[src/rtl/cot_pkg.sv]
// Shared constants, types and sign table for the clutched orientation tracker.
package cot_pkg;

  localparam int QUAT_WIDTH  = 16;
  localparam int STAMP_WIDTH = 32;
  localparam int WIN_WIDTH   = 16;
  localparam logic [WIN_WIDTH-1:0] WIN_RESET = 16'd300;

  typedef struct packed {
    logic en;
    logic clr;
    logic neg;
  } mac_ctrl_t;

  // Hamilton product: component i, term k multiplies a[k] by b[i ^ k]
  function automatic logic term_neg(input logic [1:0] i, input logic [1:0] k);
    logic r;
    unique case (i)
      2'd0: r = (k != 2'd0);
      2'd1: r = (k == 2'd3);
      2'd2: r = (k == 2'd1);
      2'd3: r = (k == 2'd2);
    endcase
    return r;
  endfunction

endpackage

[src/rtl/cot_frame_if.sv]
// Input frame channel: button levels, timestamp and physical quaternion.
interface cot_frame_if #(
  parameter int QW = cot_pkg::QUAT_WIDTH,
  parameter int SW = cot_pkg::STAMP_WIDTH
);
  logic                 valid;
  logic                 ready;
  logic                 left_pressed;
  logic                 right_pressed;
  logic        [SW-1:0] time_ms;
  logic signed [QW-1:0] phys_w;
  logic signed [QW-1:0] phys_x;
  logic signed [QW-1:0] phys_y;
  logic signed [QW-1:0] phys_z;

  modport source (output valid, left_pressed, right_pressed, time_ms,
                  phys_w, phys_x, phys_y, phys_z, input ready);
  modport sink   (input valid, left_pressed, right_pressed, time_ms,
                  phys_w, phys_x, phys_y, phys_z, output ready);
endinterface

[src/rtl/cot_pose_if.sv]
// Result channel: per-hand rest and aiming flags and virtual quaternion.
interface cot_pose_if #(
  parameter int QW = cot_pkg::QUAT_WIDTH
);
  logic                 valid;
  logic                 ready;
  logic                 left_at_rest;
  logic                 left_aiming;
  logic signed [QW-1:0] left_w;
  logic signed [QW-1:0] left_x;
  logic signed [QW-1:0] left_y;
  logic signed [QW-1:0] left_z;
  logic                 right_at_rest;
  logic                 right_aiming;
  logic signed [QW-1:0] right_w;
  logic signed [QW-1:0] right_x;
  logic signed [QW-1:0] right_y;
  logic signed [QW-1:0] right_z;

  modport source (output valid, left_at_rest, left_aiming, left_w, left_x, left_y, left_z,
                  right_at_rest, right_aiming, right_w, right_x, right_y, right_z,
                  input ready);
  modport sink   (input valid, left_at_rest, left_aiming, left_w, left_x, left_y, left_z,
                  right_at_rest, right_aiming, right_w, right_x, right_y, right_z,
                  output ready);
endinterface

[src/rtl/cot_qmac.sv]
// Shared multiply-accumulate unit with round-half-up and saturation.
module cot_qmac #(
  parameter int QW = cot_pkg::QUAT_WIDTH
) (
  input  logic                 clk_i,
  input  cot_pkg::mac_ctrl_t   ctrl_i,
  input  logic signed [QW:0]   a_i,
  input  logic signed [QW-1:0] b_i,
  output logic signed [QW-1:0] res_o
);
  localparam int PW = 2*QW+1;
  localparam int AW = 2*QW+4;
  localparam int F  = QW-2;
  localparam logic signed [AW-1:0] HALF = AW'(1) <<< (F-1);
  localparam logic signed [AW-1:0] QMAX = (AW'(1) <<< (QW-1)) - AW'(1);
  localparam logic signed [AW-1:0] QMIN = -(AW'(1) <<< (QW-1));

  logic signed [PW-1:0] prod;
  logic signed [AW-1:0] term, acc_in, sum, rnd;
  logic signed [AW-1:0] acc_q;

  assign prod   = a_i * b_i;
  assign term   = ctrl_i.neg ? -AW'(prod) : AW'(prod);
  assign acc_in = ctrl_i.clr ? '0 : acc_q;
  assign sum    = acc_in + term;
  assign rnd    = (sum + HALF) >>> F;

  always_comb begin
    priority if (rnd > QMAX) begin
      res_o = QMAX[QW-1:0];
    end else if (rnd < QMIN) begin
      res_o = QMIN[QW-1:0];
    end else begin
      res_o = rnd[QW-1:0];
    end
  end

  always_ff @(posedge clk_i) begin
    if (ctrl_i.en) begin
      acc_q <= sum;
    end
  end
endmodule

[src/rtl/clutched_orientation_tracker.sv]
// Top level of the two-hand clutched orientation tracker.
// Usage:
//   frame_i carries one controller frame per transaction: two button levels,
//   a wrapping millisecond stamp and the physical quaternion (signed Q1.14).
//   pose_o returns one transaction per frame with rest/aiming flags and the
//   virtual quaternion of each hand. dtap_we_i/dtap_wdata_i write the
//   double-tap window in ms; write only while the block is idle.
// Sequencing:
//   Each pressed hand takes a delta and a held Hamilton product; one 17x16
//   multiply-accumulate unit does all 16 terms of each product in turn.
//   frame_i.ready is high only while idle.
// Reset:
//   Both hands at identity pose and at rest, window 300 ms, no frame pending.
// Stall:
//   A result holds on pose_o until taken; no new frame enters meanwhile.
module clutched_orientation_tracker #(
  parameter int QW = cot_pkg::QUAT_WIDTH,
  parameter int SW = cot_pkg::STAMP_WIDTH
) (
  input  logic                           clk_i,
  input  logic                           rst_ni,
  input  logic                           dtap_we_i,
  input  logic [cot_pkg::WIN_WIDTH-1:0]  dtap_wdata_i,
  cot_frame_if.sink                      frame_i,
  cot_pose_if.source                     pose_o
);
  typedef enum logic [4:0] {
    S_IDLE  = 5'b00001,
    S_PREP  = 5'b00010,
    S_DELTA = 5'b00100,
    S_HELD  = 5'b01000,
    S_OUT   = 5'b10000
  } state_e;

  localparam logic signed [QW-1:0] ONE = QW'(1) <<< (QW-2);

  state_e state_q, state_d;
  logic   h_q;
  logic [3:0] cnt_q;
  logic [cot_pkg::WIN_WIDTH-1:0] win_q;

  logic                 press_q [2];
  logic [SW-1:0]        now_q;
  logic signed [QW-1:0] phys_q  [4];
  logic signed [QW-1:0] delta_q [4];
  logic signed [QW-1:0] held_q  [2][4];
  logic signed [QW-1:0] base_q  [2][4];
  logic signed [QW-1:0] zero_q  [2][4];
  logic                 rest_q  [2];
  logic                 was_q   [2];
  logic [SW-1:0]        last_q  [2];
  logic [SW-1:0]        prev_q  [2];
  logic                 lastv_q [2];
  logic                 prevv_q [2];

  logic [1:0] ci, ck, bi;
  logic       pr, rise, fall, dtap;
  logic [SW-1:0] hold, gap, win_ext;
  logic signed [QW:0]   a_op;
  logic signed [QW-1:0] b_op, mac_res;
  cot_pkg::mac_ctrl_t   mac_ctrl;

  assign ci = cnt_q[3:2];
  assign ck = cnt_q[1:0];
  assign bi = ci ^ ck;

  assign pr      = press_q[h_q];
  assign rise    = pr && !was_q[h_q];
  assign fall    = !pr && was_q[h_q];
  assign hold    = now_q - last_q[h_q];
  assign gap     = last_q[h_q] - prev_q[h_q];
  assign win_ext = SW'(win_q);
  assign dtap    = fall && (hold < win_ext) && prevv_q[h_q] && (gap != '0) && (gap < win_ext);

  always_comb begin
    logic signed [QW:0] zx;
    zx = {zero_q[h_q][ck][QW-1], zero_q[h_q][ck]};
    if (state_q == S_DELTA) begin
      a_op = (ck == 2'd0) ? zx : -zx;
      b_op = phys_q[bi];
    end else begin
      a_op = {base_q[h_q][ck][QW-1], base_q[h_q][ck]};
      b_op = delta_q[bi];
    end
  end

  assign mac_ctrl.en  = (state_q == S_DELTA) || (state_q == S_HELD);
  assign mac_ctrl.clr = (ck == 2'd0);
  assign mac_ctrl.neg = cot_pkg::term_neg(ci, ck);

  cot_qmac #(.QW(QW)) u_qmac (
    .clk_i  (clk_i),
    .ctrl_i (mac_ctrl),
    .a_i    (a_op),
    .b_i    (b_op),
    .res_o  (mac_res)
  );

  always_comb begin
    state_d = state_q;
    unique case (state_q)
      S_IDLE:  if (frame_i.valid) state_d = S_PREP;
      S_PREP:  begin
        if (pr) state_d = S_DELTA;
        else if (h_q) state_d = S_OUT;
      end
      S_DELTA: if (cnt_q == 4'hF) state_d = S_HELD;
      S_HELD:  if (cnt_q == 4'hF) state_d = h_q ? S_OUT : S_PREP;
      S_OUT:   if (pose_o.ready) state_d = S_IDLE;
      default: state_d = S_IDLE;
    endcase
  end

  always_ff @(posedge clk_i or negedge rst_ni) begin
    if (!rst_ni) begin
      state_q <= S_IDLE;
      h_q     <= 1'b0;
      cnt_q   <= '0;
      win_q   <= cot_pkg::WIN_RESET;
      for (int h = 0; h < 2; h++) begin
        held_q[h][0] <= ONE;
        held_q[h][1] <= '0;
        held_q[h][2] <= '0;
        held_q[h][3] <= '0;
        rest_q[h]    <= 1'b1;
        was_q[h]     <= 1'b0;
        last_q[h]    <= '0;
        prev_q[h]    <= '0;
        lastv_q[h]   <= 1'b0;
        prevv_q[h]   <= 1'b0;
      end
    end else begin
      state_q <= state_d;
      if (dtap_we_i) win_q <= dtap_wdata_i;
      unique case (state_q)
        S_IDLE: begin
          h_q   <= 1'b0;
          cnt_q <= '0;
        end
        S_PREP: begin
          cnt_q <= '0;
          if (!pr) h_q <= 1'b1;
          if (rise) begin
            prev_q[h_q]  <= last_q[h_q];
            prevv_q[h_q] <= lastv_q[h_q];
            last_q[h_q]  <= now_q;
            lastv_q[h_q] <= 1'b1;
          end
          if (pr) rest_q[h_q] <= 1'b0;
          // double tap only fires on release, so it never meets a press
          if (dtap) begin
            prevv_q[h_q]   <= 1'b0;
            rest_q[h_q]    <= 1'b1;
            held_q[h_q][0] <= ONE;
            held_q[h_q][1] <= '0;
            held_q[h_q][2] <= '0;
            held_q[h_q][3] <= '0;
          end
          was_q[h_q] <= pr;
        end
        S_DELTA: cnt_q <= cnt_q + 4'd1;
        S_HELD: begin
          cnt_q <= cnt_q + 4'd1;
          if (ck == 2'd3) held_q[h_q][ci] <= mac_res;
          if (cnt_q == 4'hF) h_q <= 1'b1;
        end
        S_OUT: ;
        default: ;
      endcase
    end
  end

  // payload registers
  always_ff @(posedge clk_i) begin
    if (state_q == S_IDLE && frame_i.valid) begin
      press_q[0] <= frame_i.left_pressed;
      press_q[1] <= frame_i.right_pressed;
      now_q      <= frame_i.time_ms;
      phys_q[0]  <= frame_i.phys_w;
      phys_q[1]  <= frame_i.phys_x;
      phys_q[2]  <= frame_i.phys_y;
      phys_q[3]  <= frame_i.phys_z;
    end
    // latch base and zero on a press edge
    if (state_q == S_PREP && rise) begin
      for (int j = 0; j < 4; j++) begin
        base_q[h_q][j] <= held_q[h_q][j];
        zero_q[h_q][j] <= phys_q[j];
      end
    end
    if (state_q == S_DELTA && ck == 2'd3) delta_q[ci] <= mac_res;
  end

  assign frame_i.ready = (state_q == S_IDLE);

  assign pose_o.valid         = (state_q == S_OUT);
  assign pose_o.left_at_rest  = rest_q[0];
  assign pose_o.left_aiming   = press_q[0];
  assign pose_o.left_w        = held_q[0][0];
  assign pose_o.left_x        = held_q[0][1];
  assign pose_o.left_y        = held_q[0][2];
  assign pose_o.left_z        = held_q[0][3];
  assign pose_o.right_at_rest = rest_q[1];
  assign pose_o.right_aiming  = press_q[1];
  assign pose_o.right_w       = held_q[1][0];
  assign pose_o.right_x       = held_q[1][1];
  assign pose_o.right_y       = held_q[1][2];
  assign pose_o.right_z       = held_q[1][3];

`ifndef SYNTHESIS
  a_accept_prep: assert property (@(posedge clk_i) disable iff (!rst_ni)
    frame_i.valid && frame_i.ready |=> state_q == S_PREP)
    else $error("frame transaction did not start the sequencer");
  a_out_idle: assert property (@(posedge clk_i) disable iff (!rst_ni)
    pose_o.valid && pose_o.ready |=> frame_i.ready)
    else $error("block not idle after result transaction");
  a_delta_held: assert property (@(posedge clk_i) disable iff (!rst_ni)
    state_q == S_DELTA && cnt_q == 4'hF |=> state_q == S_HELD && cnt_q == 4'h0)
    else $error("delta product not followed by held product");
`endif
endmodule
[src/flat_wrapper.sv]
// flat-port wrapper written by rule: the top's interface ports become plain ports
module clutched_orientation_tracker_flat 
#(
  parameter int QW = cot_pkg::QUAT_WIDTH,
  parameter int SW = cot_pkg::STAMP_WIDTH
)
  (clk_i, rst_ni, dtap_we_i, dtap_wdata_i, frame_i_valid, frame_i_left_pressed, frame_i_right_pressed, frame_i_time_ms, frame_i_phys_w, frame_i_phys_x, frame_i_phys_y, frame_i_phys_z, frame_i_ready, pose_o_valid, pose_o_left_at_rest, pose_o_left_aiming, pose_o_left_w, pose_o_left_x, pose_o_left_y, pose_o_left_z, pose_o_right_at_rest, pose_o_right_aiming, pose_o_right_w, pose_o_right_x, pose_o_right_y, pose_o_right_z, pose_o_ready);
  cot_frame_if #(.QW(QW), .SW(SW)) frame_i_i ();
  cot_pose_if #(.QW(QW)) pose_o_i ();
  input  logic clk_i;
  input  logic rst_ni;
  input  logic dtap_we_i;
  input  logic [cot_pkg::WIN_WIDTH-1:0] dtap_wdata_i;
  input wire logic [$bits(frame_i_i.valid)-1:0] frame_i_valid;
  input wire logic [$bits(frame_i_i.left_pressed)-1:0] frame_i_left_pressed;
  input wire logic [$bits(frame_i_i.right_pressed)-1:0] frame_i_right_pressed;
  input wire logic [$bits(frame_i_i.time_ms)-1:0] frame_i_time_ms;
  input wire logic [$bits(frame_i_i.phys_w)-1:0] frame_i_phys_w;
  input wire logic [$bits(frame_i_i.phys_x)-1:0] frame_i_phys_x;
  input wire logic [$bits(frame_i_i.phys_y)-1:0] frame_i_phys_y;
  input wire logic [$bits(frame_i_i.phys_z)-1:0] frame_i_phys_z;
  output wire logic [$bits(frame_i_i.ready)-1:0] frame_i_ready;
  output wire logic [$bits(pose_o_i.valid)-1:0] pose_o_valid;
  output wire logic [$bits(pose_o_i.left_at_rest)-1:0] pose_o_left_at_rest;
  output wire logic [$bits(pose_o_i.left_aiming)-1:0] pose_o_left_aiming;
  output wire logic [$bits(pose_o_i.left_w)-1:0] pose_o_left_w;
  output wire logic [$bits(pose_o_i.left_x)-1:0] pose_o_left_x;
  output wire logic [$bits(pose_o_i.left_y)-1:0] pose_o_left_y;
  output wire logic [$bits(pose_o_i.left_z)-1:0] pose_o_left_z;
  output wire logic [$bits(pose_o_i.right_at_rest)-1:0] pose_o_right_at_rest;
  output wire logic [$bits(pose_o_i.right_aiming)-1:0] pose_o_right_aiming;
  output wire logic [$bits(pose_o_i.right_w)-1:0] pose_o_right_w;
  output wire logic [$bits(pose_o_i.right_x)-1:0] pose_o_right_x;
  output wire logic [$bits(pose_o_i.right_y)-1:0] pose_o_right_y;
  output wire logic [$bits(pose_o_i.right_z)-1:0] pose_o_right_z;
  input wire logic [$bits(pose_o_i.ready)-1:0] pose_o_ready;
  assign frame_i_i.valid = frame_i_valid;
  assign frame_i_i.left_pressed = frame_i_left_pressed;
  assign frame_i_i.right_pressed = frame_i_right_pressed;
  assign frame_i_i.time_ms = frame_i_time_ms;
  assign frame_i_i.phys_w = frame_i_phys_w;
  assign frame_i_i.phys_x = frame_i_phys_x;
  assign frame_i_i.phys_y = frame_i_phys_y;
  assign frame_i_i.phys_z = frame_i_phys_z;
  assign frame_i_ready = frame_i_i.ready;
  assign pose_o_valid = pose_o_i.valid;
  assign pose_o_left_at_rest = pose_o_i.left_at_rest;
  assign pose_o_left_aiming = pose_o_i.left_aiming;
  assign pose_o_left_w = pose_o_i.left_w;
  assign pose_o_left_x = pose_o_i.left_x;
  assign pose_o_left_y = pose_o_i.left_y;
  assign pose_o_left_z = pose_o_i.left_z;
  assign pose_o_right_at_rest = pose_o_i.right_at_rest;
  assign pose_o_right_aiming = pose_o_i.right_aiming;
  assign pose_o_right_w = pose_o_i.right_w;
  assign pose_o_right_x = pose_o_i.right_x;
  assign pose_o_right_y = pose_o_i.right_y;
  assign pose_o_right_z = pose_o_i.right_z;
  assign pose_o_i.ready = pose_o_ready;
  clutched_orientation_tracker #(.QW(QW), .SW(SW)) u_core (.clk_i(clk_i), .rst_ni(rst_ni), .dtap_we_i(dtap_we_i), .dtap_wdata_i(dtap_wdata_i), .frame_i(frame_i_i), .pose_o(pose_o_i));
endmodule
[config.mk]
export PLATFORM = sky130hd
export DESIGN_NAME = clutched_orientation_tracker_flat
export DESIGN_NICKNAME = d
export VERILOG_FILES = /design/src/rtl/cot_pkg.sv /design/src/rtl/cot_frame_if.sv /design/src/rtl/cot_pose_if.sv /design/src/rtl/cot_qmac.sv /design/src/rtl/clutched_orientation_tracker.sv /design/src/flat_wrapper.sv
export SDC_FILE = /design/constraint.sdc
export NUM_CORES = 2
export LEC_CHECK = 0
export ABC_AREA = 0
export BUFFER_PORTS_ARGS = -buffer_cell sky130_fd_sc_hd__buf_2
export CORE_ASPECT_RATIO = 0.6
export CORE_MARGIN = 2
export CORE_UTILIZATION = 50
export CTS_BUF_LIST = sky130_fd_sc_hd__clkbuf_16
export CTS_CLUSTER_SIZE = 40
export DETAILED_ROUTE_END_ITERATION = 6
export GPL_TIMING_DRIVEN = 1
export PLACE_DENSITY = 0.68
export SLEW_MARGIN = 20
export SYNTH_ARGS = -nofsm -noshare
export SYNTH_HDL_FRONTEND = slang
export SYNTH_SLANG_ARGS = --single-unit
[constraint.sdc]
create_clock -name clk_i -period 16.4 [get_ports clk_i]
set_input_delay 1.64 -clock clk_i [delete_from_list [all_inputs] [get_ports clk_i]]
set_output_delay 1.64 -clock clk_i [all_outputs]
set_load 0.005 [all_outputs]
==> impl_metrics.tcl <==
set metrics [dict create \
    outcome "finished, final reports clean" \
    most_area_consuming_cells_after_synthesis "edfxtp_1, dfrtp_1, fa_1, ha_1, nand2_1" \
    pre_cts_slack_ns 0.9142 \
    timing.critical_path.fanout_max 33 \
    viasPerCell 6.016 \
    routedWlPerCell_um 24.03 \
    drcViolationCount 0 \
    r2r-start "u_core.h_q" \
    route.final.wire_length_mm 147.6 \
    post_synthesis_cell_count 4586 \
    route.vias.total 36960 \
    globalplace.congestion 0.9675 \
    fin_skew_ns 0.04464 \
    min_delay_path_depth 0 \
    async_flop_share 0.3898 \
    critical_path.slowest_cell "dfrtp_4" \
    final_antenna_net_count 0 \
    tritoncts_clock_tree "done" \
    grt_pass1_wl_mm 225.3 \
    yosys_warnings 0 \
    timing.setup.critical_path_class "reg2reg" \
    mappedNetlistNets 5200 \
    count_of_cells_along_the_worst_register_to_register_path 48 \
    worst_path_largest_cell_delay_ns 0.87 \
    max_freq_mhz 64.98 \
    rsz0062_at_grt "false" \
    post-route-min-period_ns 15.39 \
    dieArea_um2 101900 \
    syn_area_um2 49650 \
    grt_remaining_overflow 0 \
    detail_route.iter0.violations 4530 \
    total_of_cells_resized_after_clock_tree_synthesis 0 \
    drt_first_pass_iters 6 \
    synth-main-ff-cell "edfxtp_1" \
    synth.top_cells.by_count "nand2_1, inv_1, edfxtp_1" \
    cts.path.max_buffers 3 \
    setup_viol 0 \
    synth_sequential_area_ratio 0.4210 \
    die_y_um 248.1 \
    layout_worst_path_cycle_share 0.9384 \
    flow.area_growth_from_synthesis_pct 9.952 \
    design.portCount 253 \
    regToRegSetupSlack_ns 1.01 \
    start_util 0.5049 \
    number_of_pins_with_negative_max_slew_slack_in_the_final_report 0 \
    worst_skew_pair.late_latency_ns 0.69 \
    postLayoutSetupSlackWorst_ns 1.010 \
    syn-mean-instance-area_um2 10.83 \
    cts-buffers-inserted 71 \
    clock_tree.root_cell "clkbuf_16" \
    rows 89 \
    cts-hold-fix-buffers 0 \
    synth.most_common_cell "nand2_1" \
    timing.slew.headroom 0.2366 \
    critPathRequiredTime_ns 16.98 \
    r2r_end "u_core.pose_o.left_w[3]" \
    timing.setup.tns_ns 0 \
    fraction_of_layout_instances_using_a_drive_strength_above_1 0.1425 \
    grtUsageTotal 0.2939 \
    cp_common_cell "fa_1" \
    grt_antenna_before_repair 3 \
    grt_start_max_net_pins 115 \
    hold_wc_startpoint "u_core.phys_q[0][1]" \
    cell_type_with_the_highest_aggregate_area_in_the_netlist "edfxtp_1" \
    max_cap_viol_count 0 \
    cp.buffers_inverters 6 \
    buffer_ports.inserted 252 \
    design.final.nets 5379 \
    core-area_um2 98330 \
    h-tree-depth 3 \
    data_arrival_time_of_the_worst_path_ns 15.97 \
    worst_setup_hold_path_clk_slew_ns 0.07 \
    grt_pass1_vias 35810 \
    synth_enable_flop_cells 454 \
    timing.critical_path.to_type "flop" \
    fill_cells 8440 \
    hold_path_end "u_core.zero_q[1][49]" \
    die_w_um 410.8 \
    hpwl_mm 111.1 \
    cts_setup_buffers 0 \
    synth_seq_cells 744 \
    tightest_slew_ns 1.123 \
    number_of_hold_violations_in_the_final_report 0 \
    crit_path_start_kind "flop" \
    clock_sink_count 744 \
    post_synth_num_cell_types 133 \
    yosysTopAreaCellShare 0.2746 \
    hold_class "reg2reg" \
    critPathTopFamily "simple AND/OR/NAND/NOR gates" \
]
==> cells by family (layout without fill, tap and decap cells) <==
logic type,after synthesis,in the layout,synth area share
adder cells (fa/ha/maj),495,495,0.1669
buffers and inverters,697,933,0.05602
flip-flops,744,744,0.4210
multiplexers,248,248,0.07560
AND/OR/NAND/NOR,1349,1349,0.1295
other,0,2,0
AO/OA/AOI/OAI,904,904,0.1244
XOR/XNOR,149,149,0.02661
==> worst register-to-register path: cells and delay by family (launching register included) <==
| kind | cells | cell delay (ns) |
|---|---|---|
| simple gates | 20 | 4.89 |
| fa+ha+maj | 8 | 4.02 |
| compound gates | 7 | 2.41 |
| xor+xnor | 5 | 1.47 |
| mux | 2 | 1.00 |
| flops | 1 | 0.87 |
| buf+inv | 6 | 0.64 |
==> metrics by stage <==
step	utilization	instance area, um2	hold WS (ns)	cells
3_3_place_gp	0.5316	52270	0.4529	6010
2_1_floorplan	-	49650	0.4351	4586
3_5_place_dp	0.5317	52280	0.4568	6010
6_report	0.5552	54590	0.4671	6143
5_1_grt	0.5551	54590	0.4858	6142
4_1_cts	0.5547	54540	0.4707	6140
==> routing by layer <==
layer / vias up / wire, um / track usage
li1: 16450 / - / -
met1: 18300 / 67180 / 0.4536
met2: 2005 / 56140 / 0.3758
met3: 197 / 20540 / 0.1164
met4: 4 / 3699 / 0.07785
met5: - / 31 / 0
==> how the worst max path moves through the flow <==
stage	cells past startpoint	from	to	slack (ns)
2_1_floorplan	56	u_core.h_q	u_core.pose_o.left_x[10]	3.14
3_5_place_dp	47	u_core.h_q	u_core.pose_o.left_w[3]	0.91
6_report	48	u_core.h_q	u_core.pose_o.left_w[3]	1.01
5_1_grt	48	u_core.h_q	u_core.pose_o.left_w[2]	0.05
3_3_place_gp	47	u_core.h_q	u_core.pose_o.left_w[10]	1.29
4_1_cts	47	u_core.h_q	u_core.pose_o.left_w[12]	0.84
==> flip-flops by register name, indices dropped and copies added (netlist names), 32 cells and up, named ones only <==
name	cells
u_core.prev_q	64
u_core.base_q	128
u_core.phys_q	64
u_core.u_qmac.acc_q	36
u_core.delta_q	64
u_core.last_q	64
u_core.now_q	32
u_core.zero_q	128
==> cells in the final DEF (no fill, tap or decap), types with 52 or more instances in the layout <==
cell type and count:
a211o_1 53, a21o_1 67, a21oi_1 177, and2_1 53, buf_2 251, buf_4 63, clkbuf_16 73, dfrtp_1 279
edfxtp_1 454, fa_1 279, ha_1 215, inv_1 495, mux2_2 53, mux2i_1 95, mux4_2 96, nand2_1 638
nor2_1 219, nor2b_1 135, o21ai_0 214, xnor2_1 88, xor2_1 52
==> layout make-up <==
| type | count | area [um2] | share of cell area |
|---|---|---|---|
| inverters | 485 | 1836 | 0.03362 |
| diodes | 2 | 5.005 | 0.00009168 |
| clock buffers | 73 | 1827 | 0.03346 |
| multi-input cells | 3145 | 26120 | 0.4785 |
| clock inverters | 57 | 440.4 | 0.008068 |
| repair buffers | 318 | 1803 | 0.03303 |
| flip-flops and latches | 744 | 20910 | 0.3830 |
| well taps | 1319 | 1650 | 0.03023 |
Power is left out: the tool's default activity adds up to more than one toggle a clock period on the data nets, which glitch-free logic cannot reach.
